[src/irdig_pkg.sv]
// irdig_pkg: shared types, constants and functions for the radix digit converter
// no dependencies; imported by irdig_front, irdig_back, integer_to_radix_digits_top and testbench

package irdig_pkg;

	localparam int RADIX_W   = 6;
	localparam int DIGIT_W   = 6;
	localparam int CHAR_W    = 7;
	localparam int STEP_BITS = 4;

	localparam logic [RADIX_W-1:0] RADIX_MIN = 6'd2;
	localparam logic [RADIX_W-1:0] RADIX_MAX = 6'd36;
	localparam logic [DIGIT_W-1:0] DIGIT_MAX = 6'd35;
	localparam logic [DIGIT_W-1:0] DIGIT_TEN = 6'd10;

	localparam logic [CHAR_W-1:0] CHAR_NUM_OFS   = 7'd48;
	localparam logic [CHAR_W-1:0] CHAR_ALPHA_OFS = 7'd55;

	typedef enum logic [1:0] {
		BK_IDLE,
		BK_DIV,
		BK_EMIT
	} back_state_t;

	// bases outside two to thirty-six are pulled to the nearest end
	function automatic logic [RADIX_W-1:0] clamp_radix(input logic [RADIX_W-1:0] r);
		logic [RADIX_W-1:0] res;
		if (r < RADIX_MIN) begin
			res = RADIX_MIN;
		end else if (r > RADIX_MAX) begin
			res = RADIX_MAX;
		end else begin
			res = r;
		end
		return res;
	endfunction

	// digit to ascii: '0'-'9' then 'A'-'Z'
	function automatic logic [CHAR_W-1:0] digit_to_char(input logic [DIGIT_W-1:0] d);
		logic [DIGIT_W-1:0] c;
		logic [CHAR_W-1:0]  res;
		c = (d > DIGIT_MAX) ? DIGIT_MAX : d;
		if (c < DIGIT_TEN) begin
			res = CHAR_NUM_OFS + {1'b0, c};
		end else begin
			res = CHAR_ALPHA_OFS + {1'b0, c};
		end
		return res;
	endfunction

endpackage

[src/irdig_front.sv]
// irdig_front: input side; takes words, clamps the base and holds them in a
// two-entry queue for the back end. depends on irdig_pkg

module irdig_front
	import irdig_pkg::*;
#(
	parameter int VALUE_BITS = 31
) (
	input  logic                  clk,
	input  logic                  arst_n,
	input  logic                  push,
	output logic                  full,
	input  logic [VALUE_BITS-1:0] value,
	input  logic [RADIX_W-1:0]    radix,
	output logic                  item_valid,
	input  logic                  item_ready,
	output logic [VALUE_BITS-1:0] item_value,
	output logic [RADIX_W-1:0]    item_radix
);

	logic [VALUE_BITS-1:0] val_q [2];
	logic [RADIX_W-1:0]    rad_q [2];
	logic                  wp_q;
	logic                  rp_q;
	logic [1:0]            cnt_q;
	logic                  wr_en;
	logic                  rd_en;

	assign full       = (cnt_q == 2'd2);
	assign item_valid = (cnt_q != 2'd0);
	assign wr_en      = push && !full;
	assign rd_en      = item_valid && item_ready;
	assign item_value = val_q[rp_q];
	assign item_radix = rad_q[rp_q];

	always_ff @(posedge clk or negedge arst_n) begin
		if (!arst_n) begin
			wp_q  <= 1'b0;
			rp_q  <= 1'b0;
			cnt_q <= 2'd0;
		end else begin
			if (wr_en) begin
				wp_q <= !wp_q;
			end
			if (rd_en) begin
				rp_q <= !rp_q;
			end
			unique case ({wr_en, rd_en})
				2'b10:   cnt_q <= cnt_q + 2'd1;
				2'b01:   cnt_q <= cnt_q - 2'd1;
				default: cnt_q <= cnt_q;
			endcase
		end
	end

	// payload, no reset
	always_ff @(posedge clk) begin
		if (wr_en) begin
			val_q[wp_q] <= value;
			rad_q[wp_q] <= clamp_radix(radix);
		end
	end

endmodule

[src/irdig_back.sv]
// irdig_back: iterative divider, digit store and digit emission with a
// two-entry output queue. depends on irdig_pkg

module irdig_back
	import irdig_pkg::*;
#(
	parameter int VALUE_BITS = 31
) (
	input  logic                  clk,
	input  logic                  arst_n,
	input  logic                  item_valid,
	output logic                  item_ready,
	input  logic [VALUE_BITS-1:0] item_value,
	input  logic [RADIX_W-1:0]    item_radix,
	output logic                  empty,
	input  logic                  pop,
	output logic [CHAR_W-1:0]     digit_char,
	output logic                  last
);

	localparam int IDX_W = $clog2(VALUE_BITS);
	localparam int CNT_W = $clog2(VALUE_BITS + 1);
	localparam logic [CNT_W-1:0] CNT_FULL = CNT_W'(VALUE_BITS);
	localparam logic [CNT_W-1:0] CNT_STEP = CNT_W'(STEP_BITS);

	back_state_t state_q;
	back_state_t state_nx;

	logic [VALUE_BITS-1:0] quot_q;
	logic [DIGIT_W-1:0]    rem_q;
	logic [RADIX_W-1:0]    rad_q;
	logic [CNT_W-1:0]      pos_q;
	logic [CNT_W-1:0]      width_q;
	logic [CNT_W-1:0]      cnt_q;
	logic [IDX_W-1:0]      rd_idx_q;

	logic [VALUE_BITS-1:0] quot_nx;
	logic [DIGIT_W-1:0]    rem_nx;
	logic [CNT_W-1:0]      pos_nx;
	logic                  start;
	logic                  div_end;
	logic                  conv_end;
	logic                  issue;

	// digit store
	logic [DIGIT_W-1:0] store_mem [VALUE_BITS];
	logic [DIGIT_W-1:0] rd_data_s1;
	logic               pend_s1;
	logic               last_s1;

	// output queue
	logic [CHAR_W-1:0] oq_char_q [2];
	logic              oq_last_q [2];
	logic              oq_wp_q;
	logic              oq_rp_q;
	logic [1:0]        oq_cnt_q;
	logic [1:0]        oq_used;
	logic              pop_fire;

	assign item_ready = (state_q == BK_IDLE);
	assign start      = item_valid && item_ready;
	assign empty      = (oq_cnt_q == 2'd0);
	assign pop_fire   = pop && !empty;
	assign digit_char = oq_char_q[oq_rp_q];
	assign last       = oq_last_q[oq_rp_q];
	assign oq_used    = oq_cnt_q + {1'b0, pend_s1};
	assign issue      = (state_q == BK_EMIT) && ((oq_used < 2'd2) || pop_fire);

	// up to four restoring division steps per cycle, quotient bits in place
	always_comb begin
		logic [DIGIT_W:0]   t;
		logic [IDX_W-1:0]   idx;
		t       = '0;
		idx     = '0;
		quot_nx = quot_q;
		rem_nx  = rem_q;
		for (int j = 0; j < STEP_BITS; j++) begin
			if (pos_q > CNT_W'(j)) begin
				idx = IDX_W'(pos_q - CNT_W'(j) - CNT_W'(1));
				t   = {rem_nx, quot_nx[idx]};
				if (t >= {1'b0, rad_q}) begin
					t            = t - {1'b0, rad_q};
					quot_nx[idx] = 1'b1;
				end else begin
					quot_nx[idx] = 1'b0;
				end
				rem_nx = t[DIGIT_W-1:0];
			end
		end
		pos_nx = (pos_q > CNT_STEP) ? (pos_q - CNT_STEP) : '0;
	end

	assign div_end  = (state_q == BK_DIV) && (pos_nx == '0);
	assign conv_end = div_end && (quot_nx == '0);

	always_comb begin
		state_nx = state_q;
		unique case (state_q)
			BK_IDLE: begin
				if (start) begin
					state_nx = BK_DIV;
				end
			end
			BK_DIV: begin
				if (conv_end) begin
					state_nx = BK_EMIT;
				end
			end
			BK_EMIT: begin
				if (issue && (rd_idx_q == '0)) begin
					state_nx = BK_IDLE;
				end
			end
			default: state_nx = BK_IDLE;
		endcase
	end

	always_ff @(posedge clk or negedge arst_n) begin
		if (!arst_n) begin
			state_q <= BK_IDLE;
		end else begin
			state_q <= state_nx;
		end
	end

	always_ff @(posedge clk or negedge arst_n) begin
		if (!arst_n) begin
			cnt_q    <= '0;
			pos_q    <= '0;
			width_q  <= '0;
			rd_idx_q <= '0;
		end else begin
			if (start) begin
				cnt_q   <= '0;
				pos_q   <= CNT_FULL;
				width_q <= CNT_FULL;
			end else if (state_q == BK_DIV) begin
				if (div_end) begin
					cnt_q <= cnt_q + CNT_W'(1);
					if (conv_end) begin
						rd_idx_q <= cnt_q[IDX_W-1:0];
					end else begin
						// quotient lost at least one bit of width
						width_q <= width_q - CNT_W'(1);
						pos_q   <= width_q - CNT_W'(1);
					end
				end else begin
					pos_q <= pos_nx;
				end
			end else if (issue) begin
				rd_idx_q <= rd_idx_q - IDX_W'(1);
			end
		end
	end

	// divider datapath
	always_ff @(posedge clk) begin
		if (start) begin
			quot_q <= item_value;
			rad_q  <= item_radix;
			rem_q  <= '0;
		end else if (state_q == BK_DIV) begin
			quot_q <= quot_nx;
			rem_q  <= div_end ? '0 : rem_nx;
		end
	end

	always_ff @(posedge clk) begin
		if (div_end) begin
			store_mem[cnt_q[IDX_W-1:0]] <= rem_nx;
		end
		if (issue) begin
			rd_data_s1 <= store_mem[rd_idx_q];
			last_s1    <= (rd_idx_q == '0);
		end
	end

	always_ff @(posedge clk or negedge arst_n) begin
		if (!arst_n) begin
			pend_s1  <= 1'b0;
			oq_wp_q  <= 1'b0;
			oq_rp_q  <= 1'b0;
			oq_cnt_q <= 2'd0;
		end else begin
			pend_s1 <= issue;
			if (pend_s1) begin
				oq_wp_q <= !oq_wp_q;
			end
			if (pop_fire) begin
				oq_rp_q <= !oq_rp_q;
			end
			unique case ({pend_s1, pop_fire})
				2'b10:   oq_cnt_q <= oq_cnt_q + 2'd1;
				2'b01:   oq_cnt_q <= oq_cnt_q - 2'd1;
				default: oq_cnt_q <= oq_cnt_q;
			endcase
		end
	end

	always_ff @(posedge clk) begin
		if (pend_s1) begin
			oq_char_q[oq_wp_q] <= digit_to_char(rd_data_s1);
			oq_last_q[oq_wp_q] <= last_s1;
		end
	end

endmodule

[src/integer_to_radix_digits_top.sv]
// integer_to_radix_digits_top: top level of the radix digit converter
// depends on irdig_pkg, irdig_front and irdig_back

// Converts an unsigned value to its digits in a base from two to thirty-six
// (bases below two act as two, above thirty-six as thirty-six) and hands
// them out as ascii '0'-'9' / 'A'-'Z', most significant first, with last set
// on the final digit; zero gives a single '0'. Both sides behave as queues:
// a word goes in on push while full is low, a digit word leaves on pop while
// empty is low. A two-word input queue lets words arrive while a conversion
// runs, and a two-word output queue holds digits until they are taken.
// One conversion at a time: the shared divider takes four quotient bits a
// cycle, each pass over the quotient yielding one digit, and the digits are
// then emitted from the digit store; small values finish far sooner than
// full-width ones.

module integer_to_radix_digits_top
	import irdig_pkg::*;
#(
	parameter int VALUE_BITS = 31
) (
	input  logic                  clk,
	input  logic                  arst_n,
	// input side
	input  logic                  push,
	output logic                  full,
	input  logic [VALUE_BITS-1:0] value,
	input  logic [RADIX_W-1:0]    radix,
	// result side
	output logic                  empty,
	input  logic                  pop,
	output logic [CHAR_W-1:0]     digit_char,
	output logic                  last
);

	// front to back hand-off, base already clamped
	logic                  item_valid;
	logic                  item_ready;
	logic [VALUE_BITS-1:0] item_value;
	logic [RADIX_W-1:0]    item_radix;

	irdig_front #(
		.VALUE_BITS(VALUE_BITS)
	) u_front (
		.clk        (clk),
		.arst_n     (arst_n),
		.push       (push),
		.full       (full),
		.value      (value),
		.radix      (radix),
		.item_valid (item_valid),
		.item_ready (item_ready),
		.item_value (item_value),
		.item_radix (item_radix)
	);

	// divider, digit store and output queue
	irdig_back #(
		.VALUE_BITS(VALUE_BITS)
	) u_back (
		.clk        (clk),
		.arst_n     (arst_n),
		.item_valid (item_valid),
		.item_ready (item_ready),
		.item_value (item_value),
		.item_radix (item_radix),
		.empty      (empty),
		.pop        (pop),
		.digit_char (digit_char),
		.last       (last)
	);

`ifndef ASSERT_OFF
	// every base reaching the divider lies in the legal range
	a_radix_clamped: assert property (@(posedge clk) disable iff (!arst_n)
		(item_valid && item_ready) |-> (item_radix >= RADIX_MIN && item_radix <= RADIX_MAX))
		else $error("unclamped base reached the divider");

	// a waiting digit word is always a legal character
	a_char_legal: assert property (@(posedge clk) disable iff (!arst_n)
		!empty |-> ((digit_char >= 7'd48 && digit_char <= 7'd57) ||
		            (digit_char >= 7'd65 && digit_char <= 7'd90)))
		else $error("digit word outside '0'-'9' and 'A'-'Z'");

	// a full input queue always offers work to the back end
	a_full_offers: assert property (@(posedge clk) disable iff (!arst_n)
		full |-> item_valid)
		else $error("input queue full but nothing offered");
`endif

endmodule

[config.mk]
export PLATFORM = sky130hd
export DESIGN_NAME = integer_to_radix_digits_top
export DESIGN_NICKNAME = d
export VERILOG_FILES = /design/src/irdig_pkg.sv /design/src/irdig_front.sv /design/src/irdig_back.sv /design/src/integer_to_radix_digits_top.sv
export SDC_FILE = /design/constraint.sdc
export NUM_CORES = 1
export LEC_CHECK = 0
export ABC_CLOCK_PERIOD_IN_PS = 20500
export BUFFER_PORTS_ARGS = -buffer_cell sky130_fd_sc_hd__buf_2
export CORE_MARGIN = 2
export CORE_UTILIZATION = 46
export CTS_CLUSTER_DIAMETER = 150
export CTS_CLUSTER_SIZE = 40
export DETAILED_ROUTE_END_ITERATION = 10
export PLACE_DENSITY_LB_ADDON = 0.2
export SLEW_MARGIN = 5
export SYNTH_ARGS = -nofsm -noshare
export SYNTH_HDL_FRONTEND = slang
export SYNTH_HIERARCHICAL = 1
export SYNTH_SLANG_ARGS = --single-unit
[constraint.sdc]
create_clock -name clk -period 20.5 [get_ports clk]
set_input_delay 4.1 -clock clk [delete_from_list [all_inputs] [get_ports clk]]
set_output_delay 4.1 -clock clk [all_outputs]
set_load 0.02 [all_outputs]
### Word-level counts from Yosys, hierarchy flattened

Memory sizes are Yosys's and may differ from the RTL's. A register that Yosys moved wholly into a read port is not among the register bits.
Cells that the tools add are included.
W data, S select, Z words.

| word-level totals | value |
|---|---|
| flip-flop bits (word level) | 69 |
| memory bits (writable) | 276 |
| output and inout port bits | 10 |
| word-level logic and storage cells | 191 |
| memories kept | 5 |

| cells by class | value |
|---|---|
| add/sub/neg operators | 21 |
| $lt $le $gt $ge | 22 |
| equal/unequal tests | 13 |
| mux-type cells | 68 |
| bitwise gates (word level) | 13 |
| reductions and logical operators | 34 |

Memories:

| name | depth | width | rd ports | clocked after Yosys merged registers in | write ports | line | text |
|---|---|---|---|---|---|---|---|
| u_back.store_mem | 31 | 6 | 1 | 1 | 1 | irdig_back.sv:46 | `logic [DIGIT_W-1:0] store_mem [VALUE_BITS];` |
| u_front.val_q | 2 | 31 | 1 | 0 | 1 | irdig_front.sv:21 | `logic [VALUE_BITS-1:0] val_q [2];` |
| u_back.oq_char_q | 2 | 7 | 1 | 0 | 1 | irdig_back.sv:52 | `logic [CHAR_W-1:0] oq_char_q [2];` |
| u_front.rad_q | 2 | 6 | 1 | 1 | 1 | irdig_front.sv:22 | `logic [RADIX_W-1:0] rad_q [2];` |
| u_back.oq_last_q | 2 | 1 | 1 | 0 | 1 | irdig_back.sv:53 | `logic oq_last_q [2];` |

Operator list:

| cell | count |
|---|---|
| $mux W31 | 10 |
| $and A31 B31 Y31 | 4 |
| $not A31 Y31 | 4 |
| $or A31 B31 Y31 | 4 |
| $mux W6 | 13 |
| $mux W5 | 15 |
| $logic_not A31 Y1 | 1 |
| $sub A5 B1 Y5 const B | 6 |
| $ge A7 B6 Y1 | 4 |
| $lt A5 B6 Y1 const B | 4 |
| $sub A6 B6 Y6 | 4 |
| $bmux W1 S5 | 4 |
| $demux W1 S5 | 4 |
| $ge A5 B1 Y1 const B | 4 |
| $add A6 B6 Y7 const A | 2 |
| $mux W1 | 14 |
| $mux W7 | 2 |
| $gt A6 B6 Y1 const B | 2 |
| $reduce_bool A2 Y1 | 6 |
| $logic_and A1 B1 Y1 | 11 |
| $gt A5 B1 Y1 const B | 2 |
| $gt A5 B2 Y1 const B | 2 |
| $logic_not A5 Y1 | 2 |
| $sub A5 B2 Y5 const B | 2 |
| 24 further kinds | 45 |

### Logic depth before layout (Yosys ltp)

| depth | value |
|---|---|
| word-level depth | 30 |
| mapped depth | 66 |
| gate-level depth less buffers | 53 |

### By module

Netlist, hierarchy kept.

Modules (own cells, without submodules):

| module | instances | cells an instance | area each (um2) | sequential area each (um2) |
|---|---|---|---|---|
| irdig_back | 1 | 1658 | 17971.0 | 8182.8 |
| irdig_front | 1 | 144 | 3015.4 | 2322.2 |

### Worst setup path before layout

OpenSTA, ideal clock, no wires.

| path | value |
|---|---|
| kind | flip-flop to flip-flop |
| start point | reg u_back.pos_q[0] |
| end point | mem u_back.store_mem[0][5] (data pin) |
| setup time | 0.482 ns |
| arrival | 12.967 ns |
| required time | 20.018 ns |
| slack | 7.051 ns |
| stages on the path, launching flop included | 61 |
| buffers on the path | 12 |
| clock period less this slack | 13.449 ns |
| cells stage by stage | dfrtp_1 -> buf_4 -> buf_2 -> inv_1 -> clkbuf_1 -> ha_1 -> buf_4 -> nand2b_1 -> a211o_1 -> buf_4 -> buf_6 -> nor3_1 -> a22oi_1 -> and3_1 -> ha_1 -> nor2b_1 -> o21ai_1 -> a21o_1 -> (+25 left out) -> buf_8 -> a211oi_1 -> a211oi_2 -> o2111ai_1 -> a2111oi_2 -> and2_1 -> ha_1 -> nor2b_1 -> o21ai_0 -> a21boi_0 -> o21ai_0 -> nand2b_1 -> o21a_1 -> a311o_1 -> nor2_2 -> buf_2 -> nor3_1 -> a221oi_1 |

| between the ends | value |
|---|---|
| cells in the longest elaborated chain, start to end | 24 |

Ends and longest elaborated chain:

| what | line | text |
|---|---|---|
| start, declared | irdig_back.sv:32 | `logic [CNT_W-1:0] pos_q;` |
| start signal, assigned | irdig_back.sv:145 | `pos_q <= width_q - CNT_W'(1);` |
| start signal, assigned | irdig_back.sv:148 | `pos_q <= pos_nx;` |
| branches (longest 23 deep; another with $ge A7 B6 Y1) | -- |  |
| $mux W6 * | irdig_back.sv:78 | `if (pos_q > CNT_W'(j)) begin` |
| net u_back.rem_nx[5] | irdig_back.sv:38 | `logic [DIGIT_W-1:0] rem_nx;` |
| end, declared | irdig_back.sv:46 |  |

Mark *: on every way through the listed nets, which the timed path passes. The select of a mux whose other input is x is not followed.

### Final worst setup path

| path | value |
|---|---|
| start point | reg u_back.pos_q[1] |
| end point | reg u_back.pos_q[0] |

| between the ends | value |
|---|---|
| cells in the longest elaborated chain, start to end | 28 |

Ends and longest elaborated chain:

| what |
|---|
| branches (longest 28 deep; another with $ge A7 B6 Y1) |

Parallel ways; which one is timed is not known. The select of a mux whose other input is x is not followed.
A chain may end at the register's enable or synchronous reset.

==> reports/summary.txt <==
Starting Density = 46.4%
hold path cells = 1
WL per Instance = 26.7 µm
Setup violations, final = 0
CTS Buffer Depth = 3
CTS root buffer = clkbuf_16
via density per instance = 6.47
# rows = 78
synthesized instance count = 1802
Crit path top cell by count = ha_1
Hold Vio Cnt, Final = 0
CTS H-Tree Depth = 1
asr flop ratio synth = 8.68%
most numerous cell in the Yosys netlist = edfxtp_1
syn_nets = 1889
Post-Syn Area = 21000 µm²
Die ar. = 47300 µm²
sequential area share after synthesis = 50.1%
port buffer count = 50
buffers and inverters on the worst path = 3
RSZ-0062 raised after global routing = false
max incr delay on CP = 980 ps
most common flop cell mapped by yosys = edfxtp_1
share of cells above drive strength 1 = 16.2%
critical path required time = 20940 ps
grt ovf = 0
status = complete, no violations
# nets final = 1864
Global Route Usage Sum = 26.6%
diode count = 0
crit path capture type = register
CP delay by family, top = compound AO/OA/AOI/OAI gates
postcts setup bufs = 0
Critical Path AT = 17430 ps
area grow syn2layout = 5.17%
setup TNS = 0 ps
Synth Warn # = 6
Final GP Congestion = 1.01
Detailed Route WL = 63600 µm
Final Critical Period = 16990 ps
core area = 45200 µm²
Post-synth EDFFs = 320
Synth area leader = edfxtp_1
Synth cell types = 112
Final Skew = 32.4 ps
remaining routing DRC violations = 0
drt initial violations = 1869
CTS Buf Count = 13
Fmax achieved = 58.9 MHz
post-route ant nets = 0
Reg clk slew, reported paths = 150 ps
initial antenna violation count = 0
Setup crit start kind = register
vias in the first global route = 14600
first-pass GRT wire length = 94700 µm
top post-synthesis cells by count = 320 x edfxtp_1, 173 x nor2_1, 156 x nand2_1, 101 x a21oi_1, 84 x o21ai_0
final period utilization = 82.9%
Area contributors post-synth = edfxtp_1 46%, mux4_2 7.1%, dfrtp_1 3.7%
Pre-antenna DRT Iters = 5
Setup CP Type = register to register
number of synthesized register bits = 357
CTS Sinks = 357
Worst path slowest cell = ha_1
Worst Max-Slew Pin Slew = 1200 ps
Worst-Skew Late Latency = 550 ps
CP Max Fanout = 51
DP Wirelength = 46400 µm
Die Width = 218 µm
TritonCTS clock tree = built
worst r2r path cells = 53
filler instances = 4105
Final Max Tran Viols = 0
# Max-Cap Violations = 0
largest net degree at the start of global routing = 62
# IOs = 51
Worst Hold Class = register to register
Die Height = 218 µm
Post-CTS Hold Buffers = 0
vias = 15400
CP Depth = 53
post-synth top area share = 45.8%
cells resized by post-CTS repair = 0
Rel. slew slack = 20.1%
Post-Syn Area per Cell = 11.6 µm²
==> logic make-up after synthesis <==
kind of cell,after synthesis,share of synthesized area [%]
and+or+nand+nor,545,12.3
AOI/OAI and AO/OA,463,15.7
DFF,357,50.1
muxes,183,13.4
buffers and inverters,160,3.49
xor gates and xnor gates,47,2.18
adders and majority gates,47,2.93
==> worst paths after layout <==
kind / start / slack (ps) / to
setup reg to reg: u_back/pos_q[1] / 3510 / u_back/pos_q[0]
hold reg to reg: u_back/oq_wp_q / 500 / u_back/oq_wp_q
min in group asynchronous: arst_n / 3600 / u_front/cnt_q[1]
setup / recovery: u_back/pos_q[1] / 3510 / u_back/pos_q[0]
max in group asynchronous: arst_n / 16390 / u_back/pos_q[0]
hold / removal: u_back/oq_wp_q / 500 / u_back/oq_wp_q
==> through the flow <==
stage	utilization [%]	setup slack, ps	cell area, µm²	hold slack [ps]	std cells
2_1_floorplan	-	7050	21000	421	1802
3_3_place_gp	47.9	4150	21700	462	2362
3_5_place_dp	47.9	3890	21700	469	2362
4_1_cts	48.8	3860	22100	510	2384
5_1_grt	48.8	2380	22100	541	2384
6_report	48.8	3510	22100	503	2384
==> final cells by class <==
class	instances	area, µm²	area share (%)
tap	600	751	3.40
clock buffer	19	348	1.58
clock inverter	3	58.8	0.266
inverter	41	154	0.697
sequential	357	10500	47.6
timing repair buffer	79	468	2.12
multi-input combinational	1285	9780	44.3
==> sequential cells by signal (all words and copies together) (netlist names), 2 cells and up <==
register,cells
u_back/store_mem,186
u_front/val_q,62
u_back/quot_q,31
u_back/oq_char_q,14
u_front/rad_q,12
u_back/rad_q,6
u_back/rd_data_s1,6
u_back/rem_q,6
u_back/cnt_q,5
u_back/pos_q,5
u_back/rd_idx_q,5
u_back/width_q,5
u_back/oq_cnt_q,2
u_back/oq_last_q,2
u_back/state_q,2
u_front/cnt_q,2
==> layer usage <==
layer  wire, µm  global-route usage [%]
met3       5050                    4.24
met4       1440                    6.64
met1      29800                    41.3
met2      27200                    38.8
met5          0                       0
==> cells in the final DEF, fill, tap and decap left out, drive strengths merged, types with 7 or more instances in the layout <==
cell type  Yosys  final
a211o          8      8
a211oi        46     46
a21o          11     11
a21oi        104    104
a221oi        20     20
a22o           8      8
a22oi         11     11
a311oi        15     15
a31oi         35     35
and2          15     15
and3          10     10
buf           44     79
clkbuf        75     19
dfrtp         31     31
edfxtp       320    320
ha            42     42
inv           39     41
mux2          62     62
mux2i         55     55
mux4          66     66
nand2        156    156
nand2b        17     17
nand3         43     43
nand4         11     11
nor2         177    177
nor2b         20     20
nor3          49     49
nor4           9      9
o211ai        11     11
o21a          14     14
o21ai         89     89
o22a           7      7
o31ai          7      7
or2           11     11
xnor2         27     27
xor2          20     20
Power is not shown: default switching activity piles up to over one toggle a cycle in this logic, so the estimate is an artifact.
